==> src/rtl/core/psf_div.sv <==
// Restoring divider producing one quotient bit per cycle.
// Stand-alone; used by the top level for the visibility ratio.
`timescale 1ns / 1ps
module psf_div #(
    parameter int NUM_W = 25,
    parameter int DEN_W = 9
) (
    input  logic             clk,
    input  logic             rst_n,
    input  logic             start,
    input  logic [NUM_W-1:0] dividend,
    input  logic [DEN_W-1:0] divisor,
    output logic             done,
    output logic [NUM_W-1:0] quotient
);

    localparam int CNT_W = $clog2(NUM_W + 1);

    logic             busy_reg, busy_next;
    logic             done_reg, done_next;
    logic [CNT_W-1:0] cnt_reg, cnt_next;
    logic [DEN_W-1:0] rem_reg, rem_next;
    logic [NUM_W-1:0] q_reg, q_next;
    logic [DEN_W-1:0] div_reg, div_next;
    logic [DEN_W:0]   trial;

    always_comb
    begin
        busy_next = busy_reg;
        done_next = 1'b0;
        cnt_next  = cnt_reg;
        rem_next  = rem_reg;
        q_next    = q_reg;
        div_next  = div_reg;
        trial     = {rem_reg, q_reg[NUM_W-1]};
        if (start)
        begin
            busy_next = 1'b1;
            cnt_next  = CNT_W'(NUM_W);
            rem_next  = '0;
            q_next    = dividend;
            div_next  = divisor;
        end
        else if (busy_reg)
        begin
            if (trial >= {1'b0, div_reg})
            begin
                rem_next = DEN_W'(trial - {1'b0, div_reg});
                q_next   = {q_reg[NUM_W-2:0], 1'b1};
            end
            else
            begin
                rem_next = trial[DEN_W-1:0];
                q_next   = {q_reg[NUM_W-2:0], 1'b0};
            end
            cnt_next = cnt_reg - 1'b1;
            if (cnt_reg == CNT_W'(1))
            begin
                busy_next = 1'b0;
                done_next = 1'b1;
            end
        end
    end

    always_ff @(posedge clk or negedge rst_n)
    begin
        if (!rst_n)
        begin
            busy_reg <= 1'b0;
            done_reg <= 1'b0;
            cnt_reg  <= '0;
        end
        else
        begin
            busy_reg <= busy_next;
            done_reg <= done_next;
            cnt_reg  <= cnt_next;
        end
    end

    always_ff @(posedge clk)
    begin
        rem_reg <= rem_next;
        q_reg   <= q_next;
        div_reg <= div_next;
    end

    assign done     = done_reg;
    assign quotient = q_reg;

endmodule

==> config.mk <==
export PLATFORM = sky130hd
export DESIGN_NAME = psf_div
export DESIGN_NICKNAME = d
export VERILOG_FILES = /design/src/rtl/core/psf_div.sv
export SDC_FILE = /design/constraint.sdc
export NUM_CORES = 1
export LEC_CHECK = 0
export ABC_AREA = 1
export BUFFER_PORTS_ARGS = -buffer_cell sky130_fd_sc_hd__buf_2
export CORE_MARGIN = 4
export CORE_UTILIZATION = 45
export CTS_CLUSTER_DIAMETER = 80
export DETAILED_ROUTE_END_ITERATION = 8
export PLACE_DENSITY = 0.7
export SYNTH_ARGS = -nofsm -noshare
export SYNTH_HDL_FRONTEND = slang
export SYNTH_SLANG_ARGS = --single-unit
==> constraint.sdc <==
create_clock -name clk -period 4.35 [get_ports clk]
set_input_delay 0.6525 -clock clk [delete_from_list [all_inputs] [get_ports clk]]
set_output_delay 0.6525 -clock clk [all_outputs]
set_load 0.02 [all_outputs]
==> reports/results.txt <==
status = completed
#FFs+latches synth = 50
Layout area overhead = 18.3%
DRT iter0 DRCs = 109
clk_lat worst skew = 0.30 ns
Post-CTS Resized = 0
DIE HEIGHT = 83.6 um
Tot GR Track Use = 16.1%
Storage cell area = 1380 um^2
grt ovf = 0
setup slack at placement = 1.66 ns
Synth Cell Area = 2570 um^2
1st-pass router iterations = 4
syn nets = 348
number of global-route vias before repair = 1974
Worst EP arrival = 2.24 ns
largest net degree at the start of global routing = 40
cell family with most CP delay = buffers and inverters
Root Buffer = clkbuf_8
Mean Syn Cell Area = 8.60 um^2
dominant cells by area after synthesis = edfxtp_1, nand2_1, dfxtp_1, dfrtp_1, ha_1
Synth Area in Adders = 6.13%
max_cap viols = 0
Synth warnings = 0
Via-to-Cell Ratio = 4.74
Crit path buffers/inverters = 3
Final Cell Area = 3040 um^2
Filler cells = 538
CTS tree = built
dpl hpwl = 3970 um
deepest clock path buffer count = 2
Final Hold Slack = 0.159 ns
CP Capture Type = flop
Slew headroom = 34.1%
top_reg_cell synth = edfxtp_1
Lkg Pwr = 1.61 nW
Max stage delay cell, worst path = inv_1
async set-reset flop share out of synthesis = 14.0%
mux cell area share after synthesis = 0%
Yosys cell types = 30
TNS Setup = 0 ns
drt wl/cell = 12.3 um
Layout Skew = 0.0145 ns
# DRC = 0
worst setup margin = 1.99 ns
share of cells above drive strength 1 = 22.7%
Power Dens Cells = 514 nW/um^2
max FFs per register = 25
hold buffer count at cts = 0
Mapped Cells = 299
clk slew on worst S/H paths = 0.10 ns
sequential share of the synthesized area = 53.5%
# Post-CTS Setup Buffers = 0
num rows = 27
largest family of logic cells by synthesized area = simple AND/OR/NAND/NOR gates
VDD IR-drop max = 0.000223 V
final hold violations = 0
vias after detailed routing = 2057
Synth Area in Simple Gates = 30.2%
full die area = 6990 um^2
Multi-input gate area = 1030 um^2
Initial Util = 46.4%
Final GP Congestion = 0.857
Placement Cell Area = 2940 um^2
IO buf count = 62
width of the die = 83.6 um
Routed Wire Length = 5350 um
CP max stage delay = 0.64 ns
Setup Crit Path Kind = input port to flop
first-pass GRT wire length = 9310 um
top-area cell type share of the netlist area = 39.7%
leading area contributor after synthesis = edfxtp_1
worst path cell trace = buf_2, buf_4, nor2_1, inv_1
Setup-failing EPs final = 0
H-tree lvl count = 2
RSZ-0062 raised after global routing = no
Post-synth EDFFs = 34
Sinks on Clock Net = 50
n_diodes = 0
Hold Path Class = input port to async pin
fin. max-slew vios = 0
critical-path maximum fanout = 39
Synth Area in Compound Gates = 2.63%
worst slew pin tran = 0.988 ns
Synth Area in XOR/XNOR = 1.02%
final net count = 410
fmax = 424 MHz
Worst setup SP type = input port
CTS Buf Count = 5
initial antenna violation count = 0
post-route ant nets = 0
I/O pin total = 63
post-route minimum period = 2.36 ns
Period Utilization, post-route = 54.3%
Core Footprint = 5540 um^2
worst path required time = 4.22 ns
-- path summary, 6_finish.rpt --
check | depth (start not counted) | to | from | slack, ns
max in group asynchronous | 1 | cnt_reg[0] | rst_n | 4.04
worst min-delay path | 1 | busy_reg | rst_n | 0.16
worst min register to register | 2 | rem_reg[5] | rem_reg[5] | 0.48
worst max-delay path | 4 | quotient[20] | start | 1.99
worst max register to register | 9 | rem_reg[7] | div_reg[6] | 2.10
min in group clk | 2 | rem_reg[5] | rem_reg[5] | 0.48
-- synth_stat cells, types with 2 or more instances --
master and n:
nand3b_1 9, nand2_1 133, clkbuf_1 2, edfxtp_1 34
a21oi_1 7, dfrtp_1 7, o21ai_0 3, dfxtp_1 9
xnor2_1 2, ha_1 11, nand2_2 4, nor2_1 13
inv_2 3, nand3_1 16, inv_1 29, buf_2 3
-- cell usage in the layout, fill, tap and decap left out, types with 3 or more instances in the layout --
| cell type | n |
|---|---|
| nand2_1 | 133 |
| inv_1 | 29 |
| a21oi_1 | 7 |
| o21ai_0 | 3 |
| clkbuf_8 | 5 |
| buf_2 | 62 |
| nor2_1 | 13 |
| dfrtp_1 | 7 |
| nand3b_1 | 9 |
| dfxtp_1 | 9 |
| ha_1 | 11 |
| nand3_1 | 16 |
| edfxtp_1 | 34 |
| inv_2 | 3 |
| nand2_2 | 4 |
-- routing by layer --
layer,vias to the layer above,wire length (um),track usage [%]
met5,-,0,0
met4,0,92,5.26
met3,6,369,3.85
met2,61,2410,24.5
met1,917,2490,22.4
li1,1073,-,-
-- per-stage QoR --
| step | power (mW) | util [%] | std cells |
|---|---|---|---|
| floorplan | 1.11 | - | 299 |
| global placement | 1.24 | 53.0 | 426 |
| detailed placement | 1.25 | 53.0 | 426 |
| CTS | 1.57 | 54.9 | 434 |
| global route | 1.70 | 54.9 | 434 |
| finish | 1.56 | 54.9 | 434 |
-- cell families (layout without fill, tap and decap cells) --
family          after synthesis  after routing
fa+ha+maj                    12             12
compound gates               13             13
buf+inv                      41            104
xor+xnor                      3              3
simple gates                180            180
flops                        50             50
-- final cells by class --
class / instances / share of cell area, %
tap: 72 / 2.96
sequential: 50 / 45.2
clock buffer: 5 / 2.26
inverter: 33 / 4.07
timing repair buffer: 63 / 10.4
multi-input combinational: 208 / 33.7
clock inverter: 3 / 1.32
-- report_power, final --
group / internal [mW] / switching [mW]
Combinational: 0.233 / 0.362
Sequential: 0.590 / 0.0556
Clock: 0.169 / 0.153
Total: 0.993 / 0.571
Note: power is estimated with default switching activity, not from simulation.
